--- src/rtl/pfd_pkg.sv ---
`default_nettype none

package pfd_pkg;

    localparam int SqSide     = 5;
    localparam int SqCells    = 25;
    localparam int AlphaCount = 26;

    localparam logic [7:0] LowerA  = 8'd97;
    localparam logic [7:0] LowerZ  = 8'd122;
    localparam logic [7:0] UpperLo = 8'd64;
    localparam logic [7:0] UpperHi = 8'd91;
    localparam logic [7:0] CaseGap = 8'd32;
    localparam logic [4:0] LetterJ = 5'd9;
    localparam logic [4:0] LetterI = 5'd8;

    typedef enum logic [1:0] {
        CMD_CLEAR    = 2'd0,
        CMD_KEY      = 2'd1,
        CMD_COMPLETE = 2'd2,
        CMD_DECRYPT  = 2'd3
    } t_cmd;

    typedef enum logic [2:0] {
        S_IDLE,
        S_FILL,
        S_SCAN,
        S_WAIT,
        S_RD1,
        S_RD2,
        S_EMIT
    } t_state;

    typedef struct packed {
        logic       ok;
        logic [4:0] idx;
    } t_fold;

    function automatic logic [4:0] cell_addr(input logic [2:0] row, input logic [2:0] col);
        return 5'({row, 2'b00}) + 5'(row) + 5'(col);
    endfunction

    function automatic logic [2:0] dec_wrap(input logic [2:0] v);
        return (v == 3'd0) ? 3'(SqSide - 1) : v - 3'd1;
    endfunction

endpackage

`default_nettype wire

--- src/rtl/pfd_fold.sv ---
`default_nettype none

module pfd_fold
    import pfd_pkg::*;
(
    input  wire logic [7:0] i_char,
    output t_fold           o_fold
);

    logic [7:0] lc;
    logic [7:0] off;

    always_comb begin
        lc = i_char;
        if (i_char > UpperLo && i_char < UpperHi) begin
            lc = i_char + CaseGap;
        end
        off         = lc - LowerA;
        o_fold.ok   = (lc >= LowerA) && (lc <= LowerZ);
        o_fold.idx  = (off[4:0] == LetterJ) ? LetterI : off[4:0];
    end

endmodule

`default_nettype wire

--- src/rtl/playfair_digraph_decrypter.sv ---
`default_nettype none
// Channel   Ports                                          Handshake
// command   i_command, i_char_first, i_char_second         start & !busy
// result    o_plain_first, o_plain_second, o_status        o_strobe, one cycle
//
// Clear and key letter never leave idle; complete is busy in S_FILL, one letter a cycle.
// A decrypt is busy for a 25-entry scan through the single read port, a wait for the
// registered read, two lookups and an emit; its result strobes next cycle.
// A decrypt that fails early (square not ready, non-letter) strobes next cycle.
// Reset is synchronous and clears the used letters, fill count and ready flag.
// The receiver cannot stall; results are never held.

module playfair_digraph_decrypter
    import pfd_pkg::*;
(
    input  wire logic       i_clk,
    input  wire logic       i_rst_n,
    input  wire logic       start,
    output logic            busy,
    input  wire logic [1:0] i_command,
    input  wire logic [7:0] i_char_first,
    input  wire logic [7:0] i_char_second,
    output logic            o_strobe,
    output logic [7:0]      o_plain_first,
    output logic [7:0]      o_plain_second,
    output logic            o_status
);

    t_state r_state, n_state;

    logic [4:0] r_mem [SqCells];
    logic [4:0] r_rd_data;

    logic [AlphaCount-1:0] r_used;
    logic [4:0]            r_fill;
    logic                  r_ready;
    logic [4:0]            r_k;
    logic [4:0]            r_idx;
    logic [2:0]            r_row, r_col;
    logic                  r_tag_vld;
    logic [2:0]            r_tag_row, r_tag_col;
    logic [4:0]            r_a, r_b;
    logic                  r_fa_ok, r_fb_ok;
    logic [2:0]            r_fa_row, r_fa_col, r_fb_row, r_fb_col;
    logic [4:0]            r_p1;
    logic                  r_strobe;
    logic [7:0]            r_out_first, r_out_second;
    logic                  r_status;

    t_fold fold_a, fold_b;
    t_cmd  cmd;

    logic       mem_we;
    logic [4:0] mem_wdata;
    logic [4:0] rd_addr;
    logic       emit_ok;
    logic       emit_err;
    logic       key_ok;
    logic [7:0] key_off;
    logic [4:0] o1, o2;
    logic       accept;

    pfd_fold u_fold_a (.i_char(i_char_first),  .o_fold(fold_a));
    pfd_fold u_fold_b (.i_char(i_char_second), .o_fold(fold_b));

    assign cmd     = t_cmd'(i_command);
    assign busy    = (r_state != S_IDLE);
    assign accept  = start && !busy;
    assign key_off = i_char_first - LowerA;
    assign key_ok  = (i_char_first >= LowerA) && (i_char_first <= LowerZ)
                     && (key_off[4:0] != LetterJ) && !r_used[key_off[4:0]]
                     && (r_fill < 5'(SqCells));

    always_comb begin
        if (r_fa_row == r_fb_row) begin
            o1 = cell_addr(r_fa_row, dec_wrap(r_fa_col));
            o2 = cell_addr(r_fb_row, dec_wrap(r_fb_col));
        end else if (r_fa_col == r_fb_col) begin
            o1 = cell_addr(dec_wrap(r_fa_row), r_fa_col);
            o2 = cell_addr(dec_wrap(r_fb_row), r_fb_col);
        end else begin
            o1 = cell_addr(r_fa_row, r_fb_col);
            o2 = cell_addr(r_fb_row, r_fa_col);
        end
    end

    always_ff @(posedge i_clk) begin
        if (!i_rst_n) begin
            r_state <= S_IDLE;
        end else begin
            r_state <= n_state;
        end
    end

    always_comb begin
        n_state   = r_state;
        mem_we    = 1'b0;
        mem_wdata = r_k;
        rd_addr   = r_idx;
        emit_ok   = 1'b0;
        emit_err  = 1'b0;
        case (r_state)
            S_IDLE: begin
                if (start) begin
                    case (cmd)
                        CMD_CLEAR: begin
                        end
                        CMD_KEY: begin
                            if (key_ok) begin
                                mem_we    = 1'b1;
                                mem_wdata = key_off[4:0];
                            end
                        end
                        CMD_COMPLETE: n_state = S_FILL;
                        CMD_DECRYPT: begin
                            if (r_ready && fold_a.ok && fold_b.ok) begin
                                n_state = S_SCAN;
                            end else begin
                                emit_err = 1'b1;
                            end
                        end
                        default: ;
                    endcase
                end
            end
            S_FILL: begin
                if (r_k != LetterJ && !r_used[r_k] && r_fill < 5'(SqCells)) begin
                    mem_we = 1'b1;
                end
                if (r_k == 5'(AlphaCount - 1)) begin
                    n_state = S_IDLE;
                end
            end
            S_SCAN: begin
                if (r_idx == 5'(SqCells - 1)) begin
                    n_state = S_WAIT;
                end
            end
            S_WAIT: n_state = S_RD1;
            S_RD1: begin
                rd_addr = o1;
                if (r_fa_ok && r_fb_ok) begin
                    n_state = S_RD2;
                end else begin
                    emit_err = 1'b1;
                    n_state  = S_IDLE;
                end
            end
            S_RD2: begin
                rd_addr = o2;
                n_state = S_EMIT;
            end
            S_EMIT: begin
                emit_ok = 1'b1;
                n_state = S_IDLE;
            end
            default: n_state = S_IDLE;
        endcase
    end

    // square store, one write and one registered read port
    always_ff @(posedge i_clk) begin
        if (mem_we) begin
            r_mem[r_fill] <= mem_wdata;
        end
        r_rd_data <= r_mem[rd_addr];
    end

    always_ff @(posedge i_clk) begin
        if (!i_rst_n) begin
            r_used    <= '0;
            r_fill    <= '0;
            r_ready   <= 1'b0;
            r_tag_vld <= 1'b0;
            r_strobe  <= 1'b0;
        end else begin
            r_strobe  <= emit_ok || emit_err;
            r_tag_vld <= (r_state == S_SCAN);
            if (mem_we) begin
                r_fill            <= r_fill + 5'd1;
                r_used[mem_wdata] <= 1'b1;
            end
            if (accept && cmd == CMD_CLEAR) begin
                r_used  <= '0;
                r_fill  <= '0;
                r_ready <= 1'b0;
            end
            if (r_state == S_FILL && n_state == S_IDLE) begin
                r_ready <= 1'b1;
            end
        end
    end

    always_ff @(posedge i_clk) begin
        r_k       <= (r_state == S_FILL) ? r_k + 5'd1 : '0;
        r_tag_row <= r_row;
        r_tag_col <= r_col;
        if (r_state == S_SCAN) begin
            r_idx <= r_idx + 5'd1;
            if (r_col == 3'(SqSide - 1)) begin
                r_col <= '0;
                r_row <= r_row + 3'd1;
            end else begin
                r_col <= r_col + 3'd1;
            end
        end else begin
            r_idx <= '0;
            r_row <= '0;
            r_col <= '0;
        end

        if (accept) begin
            r_a     <= fold_a.idx;
            r_b     <= fold_b.idx;
            r_fa_ok <= 1'b0;
            r_fb_ok <= 1'b0;
        end else if (r_tag_vld) begin
            if (!r_fa_ok && r_rd_data == r_a) begin
                r_fa_ok  <= 1'b1;
                r_fa_row <= r_tag_row;
                r_fa_col <= r_tag_col;
            end
            if (!r_fb_ok && r_rd_data == r_b) begin
                r_fb_ok  <= 1'b1;
                r_fb_row <= r_tag_row;
                r_fb_col <= r_tag_col;
            end
        end

        if (r_state == S_RD2) begin
            r_p1 <= r_rd_data;
        end
        if (emit_err) begin
            r_out_first  <= '0;
            r_out_second <= '0;
            r_status     <= 1'b1;
        end else if (emit_ok) begin
            r_out_first  <= 8'(r_p1) + LowerA;
            r_out_second <= 8'(r_rd_data) + LowerA;
            r_status     <= 1'b0;
        end
    end

    assign o_strobe       = r_strobe;
    assign o_plain_first  = r_out_first;
    assign o_plain_second = r_out_second;
    assign o_status       = r_status;

    a_fill_bound: assert property (@(posedge i_clk) disable iff (!i_rst_n)
        r_fill <= 5'(SqCells))
        else $error("fill count past square size");

    a_ready_full: assert property (@(posedge i_clk) disable iff (!i_rst_n)
        r_ready |-> (r_fill == 5'(SqCells)))
        else $error("square ready but not full");

    a_ok_from_emit: assert property (@(posedge i_clk) disable iff (!i_rst_n)
        (o_strobe && !o_status) |-> $past(r_state == S_EMIT))
        else $error("ok result without lookup");

    a_fill_done: assert property (@(posedge i_clk) disable iff (!i_rst_n)
        (r_state == S_FILL && r_k == 5'(AlphaCount - 1)) |=> (r_ready && r_state == S_IDLE))
        else $error("complete did not mark square ready");

    a_scan_found: assert property (@(posedge i_clk) disable iff (!i_rst_n)
        (r_state == S_RD1) |-> (r_fa_ok && r_fb_ok))
        else $error("letter missing from full square");

endmodule

`default_nettype wire

--- config.mk ---
export PLATFORM = sky130hd
export DESIGN_NAME = playfair_digraph_decrypter
export DESIGN_NICKNAME = d
export VERILOG_FILES = /design/src/rtl/pfd_pkg.sv /design/src/rtl/pfd_fold.sv /design/src/rtl/playfair_digraph_decrypter.sv
export SDC_FILE = /design/constraint.sdc
export NUM_CORES = 1
export LEC_CHECK = 0
export ABC_CLOCK_PERIOD_IN_PS = 6400
export BUFFER_PORTS_ARGS = -buffer_cell sky130_fd_sc_hd__buf_2
export CORE_UTILIZATION = 44
export DETAILED_ROUTE_END_ITERATION = 6
export GPL_TIMING_DRIVEN = 0
export PLACE_DENSITY = 0.66
export SYNTH_ARGS = -nofsm -noshare
export SYNTH_HDL_FRONTEND = slang
export SYNTH_SLANG_ARGS = --single-unit
--- constraint.sdc ---
create_clock -name i_clk -period 6.4 [get_ports i_clk]
set_input_delay 0.96 -clock i_clk [delete_from_list [all_inputs] [get_ports i_clk]]
set_output_delay 0.96 -clock i_clk [all_outputs]
set_load 0.005 [all_outputs]
==> impl_metrics.ini, run 1 <==
[setup_path]
crit_fanout = 26
arrival_ns = 5.76
critPathCaptureType = register
startpoint_type = input port
required_ns = 6.80
slowest_delay_ns = 0.91
crit_chain = buf_2, buf_6, clkbuf_1, inv_1, ha_1, buf_1, mux4_2, mux4_2, mux2i_4, nand3_4, buf_6, a21oi_2, nor2_2, a22o_1
slowest_stage = a21oi_2
crit_type = input port to register

[global_routing]
overflow = 0
grt_pass1_vias = 7768
grt_start_max_net_pins = 28
grt_usage_pct = 20.5
grt_pass1_wl_um = 42900
antenna_found_initial = 0

[sta]
post-route-min-period_ns = 5.36
setup_viol = 0
slew_headroom_pct = 12.7
setup_tns_ns = 0
period_share_pct = 83.8
fmax_mhz = 186
rsz0062_at_grt = no
worstMarginPinSlew_ns = 1.31
fin_skew_ns = 0.0103
drv_slew = 0
hold_violations = 0
setup_slack_ns = 1.04

[cts]
cts_max_level = 1
cts.path.max_buffers = 3
cts_sinks = 235
cts_tree = done
cts-root-buf = clkbuf_16
cts_setup_buffers = 0
numCtsBuffers = 25
holdBufCountCts = 0
path_clk_slew_ns = 0.06
cts_resized = 0
insertion_delay_ns = 0.51

[outcome]
outcome = completed

[layout]
final_common_cell = edfxtp_1
fin_cells = 1402
n_antenna_cell = 0
nFillCells = 2211
regArea_um2 = 6230
final_cell_mix = 152 x edfxtp_1, 106 x nor2_1, 83 x dfxtp_1
multi_input_area_um2 = 5020
layout.nets = 1136
drive_above_1_share_pct = 14.9
syn2layout_area_growth_pct = 12.8

[route]
wirelength_met1_um = 12000
dr.pass1.iters = 5
routed.top_layer = met4
ant_nets = 0
drt-initial-drc-count = 528
postRouteWirelength_um = 26400
drc = 0
vias = 7898
avgRoutedWirePerCell_um = 18.9
vias_per_cell = 5.63
dr_wl_met2_um = 12800
wl_met3_um = 1170

[floorplanning]
die-width_um = 164
pin_count = 40
fp.dieArea_um2 = 26900
initial_utilization_pct = 45.4
core_area_um2 = 25500
die_y_um = 164
rows = 58

[hold_path]
hp-class = register to register

[power]
finalPower_uw = 3140
max-vdd-ir-drop_uv = 238
power_density_nw_per_um2 = 241
p_leak_uw = 0.00492

[logic_synthesis]
netlist_area_um2 = 11600
synth_async_sr_flop_share_pct = 0
synth-edff-count = 152
synth_area_per_cell_um2 = 11.7
synth_ff_type = edfxtp_1
postSynthNetCount = 1068
synth_cell_type_count = 84
seq_area_frac_synth_pct = 53.8
syn_inst = 986
ys.warnings.count = 0
yosys_register_bits = 235

[placement]
port-buffer-count = 39
pre_cts_ws_ns = 0.294
place.gp.congestion = 0.889
place_inst = 1357
hpwl_um = 19400

[job]
maxCapViolCount = 0
==> critical path, delay by kind of cell <==
family | cells | cell delay [ns]
AO/OA/AOI/OAI | 2 | 1.17
adder cells (fa/ha/maj) | 1 | 0.44
buffers and inverters | 6 | 1.73
multiplexers | 3 | 1.14
AND/OR/NAND/NOR | 2 | 0.31
==> metrics by stage <==
step,util (%),area [um2],hold slack [ns]
after floorplan,-,11600,0.349
after global placement,47.8,12200,0.361
after detailed placement,48.0,12200,0.357
after global routing,51.2,13000,0.380
after CTS,51.2,13000,0.367
final,51.2,13000,0.367
==> final timing paths <==
kind                    from  slack, ns  cells after the start      endpoint
min reg2reg         r_row[2]       0.37                      0  r_tag_row[2]
max reg2reg      r_fa_row[1]       1.64                     16  r_rd_data[0]
max          i_char_first[0]       1.04                     14    r_used[19]
min                 r_row[2]       0.37                      0  r_tag_row[2]
==> kinds of logic (layout without fill, tap and decap cells) <==
logic type | after synthesis | count (layout) | synth area share [%]
AOI/OAI and AO/OA | 184 | 184 | 11.7
and+or+nand+nor | 313 | 313 | 13.1
buffers and inverters | 85 | 171 | 3.01
DFF | 235 | 235 | 53.8
adders and majority gates | 61 | 61 | 7.12
xor gates and xnor gates | 53 | 53 | 4.14
muxes | 55 | 55 | 7.03
==> Yosys cell counts, types with 4 or more instances <==
cell type,instances,share of area [%]
a211o_1,4,0.30
a211oi_1,13,0.84
a21o_1,7,0.45
a21oi_1,51,2.2
a21oi_2,4,0.30
a22o_1,27,2.0
a22oi_1,4,0.26
a2bb2oi_1,4,0.30
a31oi_1,5,0.27
a32o_1,4,0.35
a32oi_1,6,0.45
and2_1,4,0.22
and3_1,15,0.81
buf_1,6,0.19
buf_2,8,0.35
clkbuf_1,25,0.81
dfxtp_1,83,14
edfxtp_1,152,39
fa_1,8,1.4
ha_1,53,5.7
inv_1,42,1.4
mux2_2,10,0.97
mux2i_1,25,2.2
mux4_2,19,3.7
nand2_1,80,2.6
nand2b_1,7,0.38
nand3_1,27,1.2
nand3b_1,8,0.52
nand4_1,8,0.43
nor2_1,106,3.4
nor2_2,5,0.27
nor2b_1,5,0.27
nor3_1,11,0.48
nor4_1,5,0.27
o211ai_1,4,0.26
o21a_1,5,0.32
o21ai_0,12,0.52
o22ai_1,4,0.22
o31a_1,4,0.30
or3_1,7,0.38
xnor2_1,29,2.2
xor2_1,22,1.7
==> final cells by class <==
cell class	count	area share [%]
Buffer	42	1.43
Clock buffer	29	5.06
Clock inverter	16	1.15
Inverter	43	1.24
Multi-Input combinational cell	666	38.5
Sequential cell	235	47.7
Tap cell	330	3.17
Timing Repair Buffer	41	1.73
==> flip-flops by register name (all words and copies together) (netlist names), 8 cells and up <==
name and cells:
r_used 26, o_plain_first 8, r_mem 125, o_plain_second 8
==> routing by layer <==
metal / track usage [%] / up-vias
met4: 5.26 / 0
met1: 28.4 / 3878
met3: 2.47 / 39
met2: 34.0 / 190
li1: - / 3791
met5: 0 / -
==> where the power goes <==
| part | internal [uW] | leakage, uW | switching (uW) |
|---|---|---|---|
| clock | 825 | 0.000397 | 588 |
| combinational | 39.0 | 0.00229 | 68.9 |
| sequential | 1610 | 0.00223 | 7.67 |
| total | 2480 | 0.00492 | 664 |
Power figures use the tool's default switching activity.
==> run 2, diff against run 1 <==
--- a/config.mk
+++ b/config.mk
@@ -5,12 +5,12 @@
 export SDC_FILE = /design/constraint.sdc
 export NUM_CORES = 1
 export LEC_CHECK = 0
-export ABC_CLOCK_PERIOD_IN_PS = 6400
+export ABC_CLOCK_PERIOD_IN_PS = 4820
 export BUFFER_PORTS_ARGS = -buffer_cell sky130_fd_sc_hd__buf_2
 export CORE_UTILIZATION = 44
 export DETAILED_ROUTE_END_ITERATION = 6
 export GPL_TIMING_DRIVEN = 0
-export PLACE_DENSITY = 0.66
+export PLACE_DENSITY = 0.68
 export SYNTH_ARGS = -nofsm -noshare
 export SYNTH_HDL_FRONTEND = slang
 export SYNTH_SLANG_ARGS = --single-unit
==> constraint.sdc (replaced) <==
create_clock -name i_clk -period 4.82 [get_ports i_clk]
set_input_delay 0.723 -clock i_clk [delete_from_list [all_inputs] [get_ports i_clk]]
set_output_delay 0.723 -clock i_clk [all_outputs]
set_load 0.005 [all_outputs]
==> run 2 against run 1 <==
  * Count of clock-buffer cells in the layout down 1
  * Combinational power increased by 33%
  * Critical endpoint is now r_rd_data[0]
  * Hold slack better by 0.0038 ns
  * Largest power group unchanged
  * Critical path type is now register to register
  * Clock power grew 35%
  * Highest routed layer unchanged
  * First-iteration DRC count is 16% higher
  * Clock skew grew 0.0054 ns
==> impl_metrics.ini, run 2 (synthesis gave the netlist of run 1 again) <==
[outcome]
outcome = completed

[floorplanning]
pin_count = 40
core_area_um2 = 25500
die-width_um = 164
rows = 58
fp.dieArea_um2 = 26900
initial_utilization_pct = 45.4
die_y_um = 164

[layout]
finalCoreUtilization_pct = 51.5
multi_input_area_um2 = 5050
n_antenna_cell = 0
regArea_um2 = 6230
nFillCells = 2188
fin_area_um2 = 13100
drive_above_1_share_pct = 15.9
syn2layout_area_growth_pct = 13.4
final_cell_mix = 152 x edfxtp_1, 105 x nor2_1, 83 x dfxtp_1
regMostFlops = r_mem
final_common_cell = edfxtp_1
layout.nets = 1140
largest_reg_flops = 125
reg_top3 = r_mem (125), r_used (26)

[cts]
path_clk_slew_ns = 0.07
cts-root-buf = clkbuf_16
cts_sinks = 235
numCtsBuffers = 24
cts_tree = done
cts.path.max_buffers = 3
holdBufCountCts = 0
cts_max_level = 1
insertion_delay_ns = 0.52

[route]
drt-initial-drc-count = 611
dr.pass1.iters = 5
avgRoutedWirePerCell_um = 19.0
vias = 7830
ant_nets = 0
postRouteWirelength_um = 26700
vias_per_cell = 5.57
drc = 0

[power]
power_density_nw_per_um2 = 320
p_leak_uw = 0.00494
max-vdd-ir-drop_uv = 231

[global_routing]
antenna_found_initial = 0
overflow = 0
grt_pass1_wl_um = 42500
grt_pass1_vias = 7709
grt_usage_pct = 20.3
grt_start_max_net_pins = 28

[setup_path]
slowest_stage = fa_1
arrival_ns = 4.95
startpoint_type = register
crit_fanout = 10
rr_startpoint = r_fa_row[2]
crit_type = register to register
crit_chain = inv_1, ha_1, or2_2, fa_1, inv_1, fa_1, nor4_1, a211oi_1, o21ai_0, nand2_2, buf_2, buf_1, a21oi_1, a32oi_1, a2bb2oi_1, nand4_1
slowest_delay_ns = 0.51
crit_start = r_fa_row[2]
required_ns = 5.18
critPathCaptureType = register

[job]
maxCapViolCount = 0

[sta]
slew_headroom_pct = 18.6
drv_slew = 0
setup_tns_ns = 0
setup_viol = 0
hold_violations = 0
fmax_mhz = 218
fin_skew_ns = 0.0157
rsz0062_at_grt = no
post-route-min-period_ns = 4.59
worstMarginPinSlew_ns = 1.21
period_share_pct = 95.2

[placement]
place_area_um2 = 12200
place.gp.congestion = 0.888
hpwl_um = 19100
port-buffer-count = 39

[hold_path]
min_from = r_row[2]
hp-class = register to register
==> run 2: worst max-delay path: cells and delay by family, from the launching register on <==
kind | cells | cell delay (ns)
adders and majority gates | 3 | 1.19
AOI/OAI and AO/OA | 5 | 1.00
buffers and inverters | 4 | 0.70
DFF | 1 | 0.50
and+or+nand+nor | 4 | 1.04
==> run 2: area by class of cell <==
cell class                      count  area share [%]
Buffer                             41            1.40
Timing Repair Buffer               46            2.00
Clock inverter                     16            1.27
Multi-Input combinational cell    667            38.5
Tap cell                          330            3.15
Sequential cell                   235            47.5
Inverter                           43            1.23
Clock buffer                       28            5.01
==> run 2: per-stage QoR <==
stage / setup slack (ns) / hold slack, ns / instances / total power, uW
3_5_place_dp: -1.01 / 0.359 / 1357 / 2340
4_1_cts: 0.0719 / 0.371 / 1402 / 4240
3_3_place_gp: -2.26 / 0.361 / 1355 / 2340
6_report: 0.230 / 0.371 / 1406 / 4200
2_1_floorplan: 0.0752 / 0.349 / 986 / 2290
5_1_grt: 0.0233 / 0.382 / 1406 / 4330
==> run 2: power breakdown <==
part           internal [uW]  switching (uW)
combinational           52.0            92.4
clock                   1100             803
sequential              2140            10.1
==> run 2: final timing paths <==
| check | to | slack [ns] | depth (start not counted) |
|---|---|---|---|
| worst max-delay path | r_rd_data[0] | 0.23 | 16 |
| worst min-delay path | r_tag_row[2] | 0.37 | 0 |
| worst max register to register | r_rd_data[0] | 0.23 | 16 |
| worst min register to register | r_tag_row[2] | 0.37 | 0 |
==> run 2: timing repair <==
| item | 4_1_cts | 5_1_grt |
|---|---|---|
| endpoints found under the setup margin | 143 | 38 |
| buffers inserted | 0 | 5 |
| gates cloned | 1 | 0 |
| pin swaps | 1 | 0 |
| resized for setup | 4 | 2 |
==> run 2: per-layer routing <==
metal  wire length (um)  global-route usage [%]  up-vias
li1                   -                       -     3793
met1              11800                    28.1     3731
met2              12700                    32.9      258
met3               1610                    3.06       48
met4                563                    6.36        0
met5                  0                       0        -
==> run 3, diff against run 2 <==
--- a/config.mk
+++ b/config.mk
@@ -13,4 +13,5 @@
 export PLACE_DENSITY = 0.68
 export SYNTH_ARGS = -nofsm -noshare
 export SYNTH_HDL_FRONTEND = slang
+export SYNTH_HIERARCHICAL = 1
 export SYNTH_SLANG_ARGS = --single-unit
==> run 3 against run 2 <==
  * Power is 0.92% higher
  * Synthesized area grew 1.1%
  * Synthesized cell count rose by 1.6%
  * Combinational power up 8%
  * Register-to-register slack worse by 0.03 ns
  * Sequential power is essentially flat
  * Clock skew down 0.0023 ns
  * Critical path depth stayed put
  * Die area grew 1.1%
  * Critical path type unchanged
  * Largest cell class unchanged
==> impl_metrics.ini, run 3 <==
[floorplanning]
die-width_um = 165
die_y_um = 165
core_area_um2 = 26100
pin_count = 40
rows = 59
fp.dieArea_um2 = 27200
initial_utilization_pct = 44.9

[logic_synthesis]
synth_area_leaders = edfxtp_1 39%, dfxtp_1 14%, ha_1 5.9%
synth_compound_area_share_pct = 11.3
synth_ff_type = edfxtp_1
synth_cell_type_count = 77
yosys.area_share.simple_pct = 11.9
yosys_register_bits = 235
ys.warnings.count = 6
syn_inst = 1002
synth.most_common_cell = edfxtp_1
seq_area_frac_synth_pct = 53.2
synth_xor_area_share_pct = 5.01
synth-edff-count = 152
synth_fa_ha_area_share_pct = 7.26
synth.area.mux_share_pct = 8.31
synth_top_family_by_area = simple AND/OR/NAND/NOR gates
synth_area_per_cell_um2 = 11.7
synth_top_cell_area_share_pct = 39.0
netlist_area_um2 = 11700
yosys-top-cells-count = 152 x edfxtp_1, 118 x nor2_1, 83 x dfxtp_1
synth_async_sr_flop_share_pct = 0
postSynthNetCount = 1086
synth_largest_area_cell = edfxtp_1

[global_routing]
grt_pass1_vias = 7668
grt_use_met3_pct = 2.94
grt_start_max_net_pins = 33
grt_util_met2_pct = 33.3
antenna_found_initial = 0
grt_usage_pct = 20.0
overflow = 0
grtUsageMet1_pct = 26.9
grt-busiest-layer = met2
grt_pass1_wl_um = 41600

[placement]
place.gp.congestion = 0.873
place_area_um2 = 12400
place_inst = 1379
port-buffer-count = 39
hpwl_um = 19000
pre_cts_ws_ns = -0.293

[setup_path]
crit_type = register to register
crit_fanout = 10
required_ns = 5.20
arrival_ns = 5.00
startpoint_type = register
critPathCaptureType = register

[route]
avgRoutedWirePerCell_um = 18.5
postRouteWirelength_um = 26400
vias = 7938
ant_nets = 0
drt-initial-drc-count = 725
dr.pass1.iters = 5
drc = 0
vias_per_cell = 5.56

[layout]
final_cell_mix = 152 x edfxtp_1, 118 x nor2_1, 83 x dfxtp_1
regMostFlops = r_mem
layout.nets = 1159
n_antenna_cell = 0
fin_cells = 1428
fin_area_um2 = 13300
finalCoreUtilization_pct = 50.8
largest_reg_flops = 125
nFillCells = 2326
final_common_cell = edfxtp_1
syn2layout_area_growth_pct = 13.3
drive_above_1_share_pct = 14.2
reg_top3 = r_mem (125), r_used (26)

[cts]
cts.path.max_buffers = 3
cts_sinks = 235
cts_max_level = 1
cts_tree = done
holdBufCountCts = 0
insertion_delay_ns = 0.51
numCtsBuffers = 25
path_clk_slew_ns = 0.07
cts-root-buf = clkbuf_16

[outcome]
outcome = completed

[sta]
post-route-min-period_ns = 4.62
worstMarginPinSlew_ns = 0.829
setup_viol = 0
drv_slew = 0
slew_headroom_pct = 44.3
period_share_pct = 95.8
fin_skew_ns = 0.0134
fmax_mhz = 216
hold_violations = 0
rsz0062_at_grt = no
setup_tns_ns = 0
setup_slack_ns = 0.200

[job]
maxCapViolCount = 0

[hold_path]
hp-class = register to register

[power]
power_density_nw_per_um2 = 320
p_leak_uw = 0.00480
max-vdd-ir-drop_uv = 239
## run 3: cell types whose count changed in the layout (fill, tap and decap cells not counted), moves of 6 or more
cell / change
o2111ai_1: +12
mux2_1: +9
and3_1: -6
nand3_1: -9
mux2i_1: +17
nor2_1: +13
a2111oi_0: +8
nor2_2: -6
a22o_1: -17
xor2_1: +10
## run 3: per-stage QoR
stage / hold WS [ns] / power (uW)
after CTS: 0.379 / 4280
after floorplan: 0.349 / 2300
final: 0.377 / 4240
after global placement: 0.357 / 2350
after global routing: 0.381 / 4370
after detailed placement: 0.368 / 2360
## run 3: report_power, final
group / total (uW) / internal (uW) / switching (uW)
Combinational: 156 / 57.9 / 97.8
Sequential: 2160 / 2140 / 13.0
Clock: 1930 / 1180 / 751
## run 3: repair_timing
item,in CTS,in global routing
gates resized for setup,0,3
setup endpoints to repair,0,32
endpoints found under the hold margin,0,0
setup buffers,0,4
## run 3: critical path: stages, from the launching register on
cell and delay [ns]:
edfxtp_1 0.55, nor2_1 0.12, ha_1 0.19, or2_2 0.30, fa_1 0.51, inv_1 0.07, fa_1 0.51, o41ai_2 0.36
a21oi_1 0.07, or3_4 0.42, and2_4 0.18, buf_4 0.19, buf_6 0.16, nand2_1 0.11, nand3_1 0.08, a32o_1 0.31
o41a_1 0.35
## run 3: layout make-up
type                    count  area, um2  share of cell area, %
flip-flops and latches    235       6230                   47.0
plain buffers              38        184                   1.39
inverters                  43        161                   1.22
clock inverters             9        118                  0.888
well taps                 335        419                   3.16
multi-input cells         685       5160                   38.9
clock buffers              36        709                   5.35
repair buffers             47        275                   2.08
## run 3: cells by family after synthesis
kind of cell / after synthesis
simple gates: 299
flops: 235
compound gates: 180
buf+inv: 82
mux: 77
xor+xnor: 66
fa+ha+maj: 63
## run 3: path summary, 6_finish.rpt
path	from	cells past startpoint	slack, ns	endpoint
min	r_col[1]	0	0.38	r_tag_col[1]
max	r_fb_row[0]	16	0.20	r_rd_data[4]
min reg2reg	r_col[1]	0	0.38	r_tag_col[1]
max reg2reg	r_fb_row[0]	16	0.20	r_rd_data[4]
## run 3: per-layer routing
metal / share of wire, % / vias up
li1: - / 3839
met3: 5.1 / 43
met5: 0 / -
met2: 48 / 219
met4: 2.4 / 0
met1: 45 / 3837
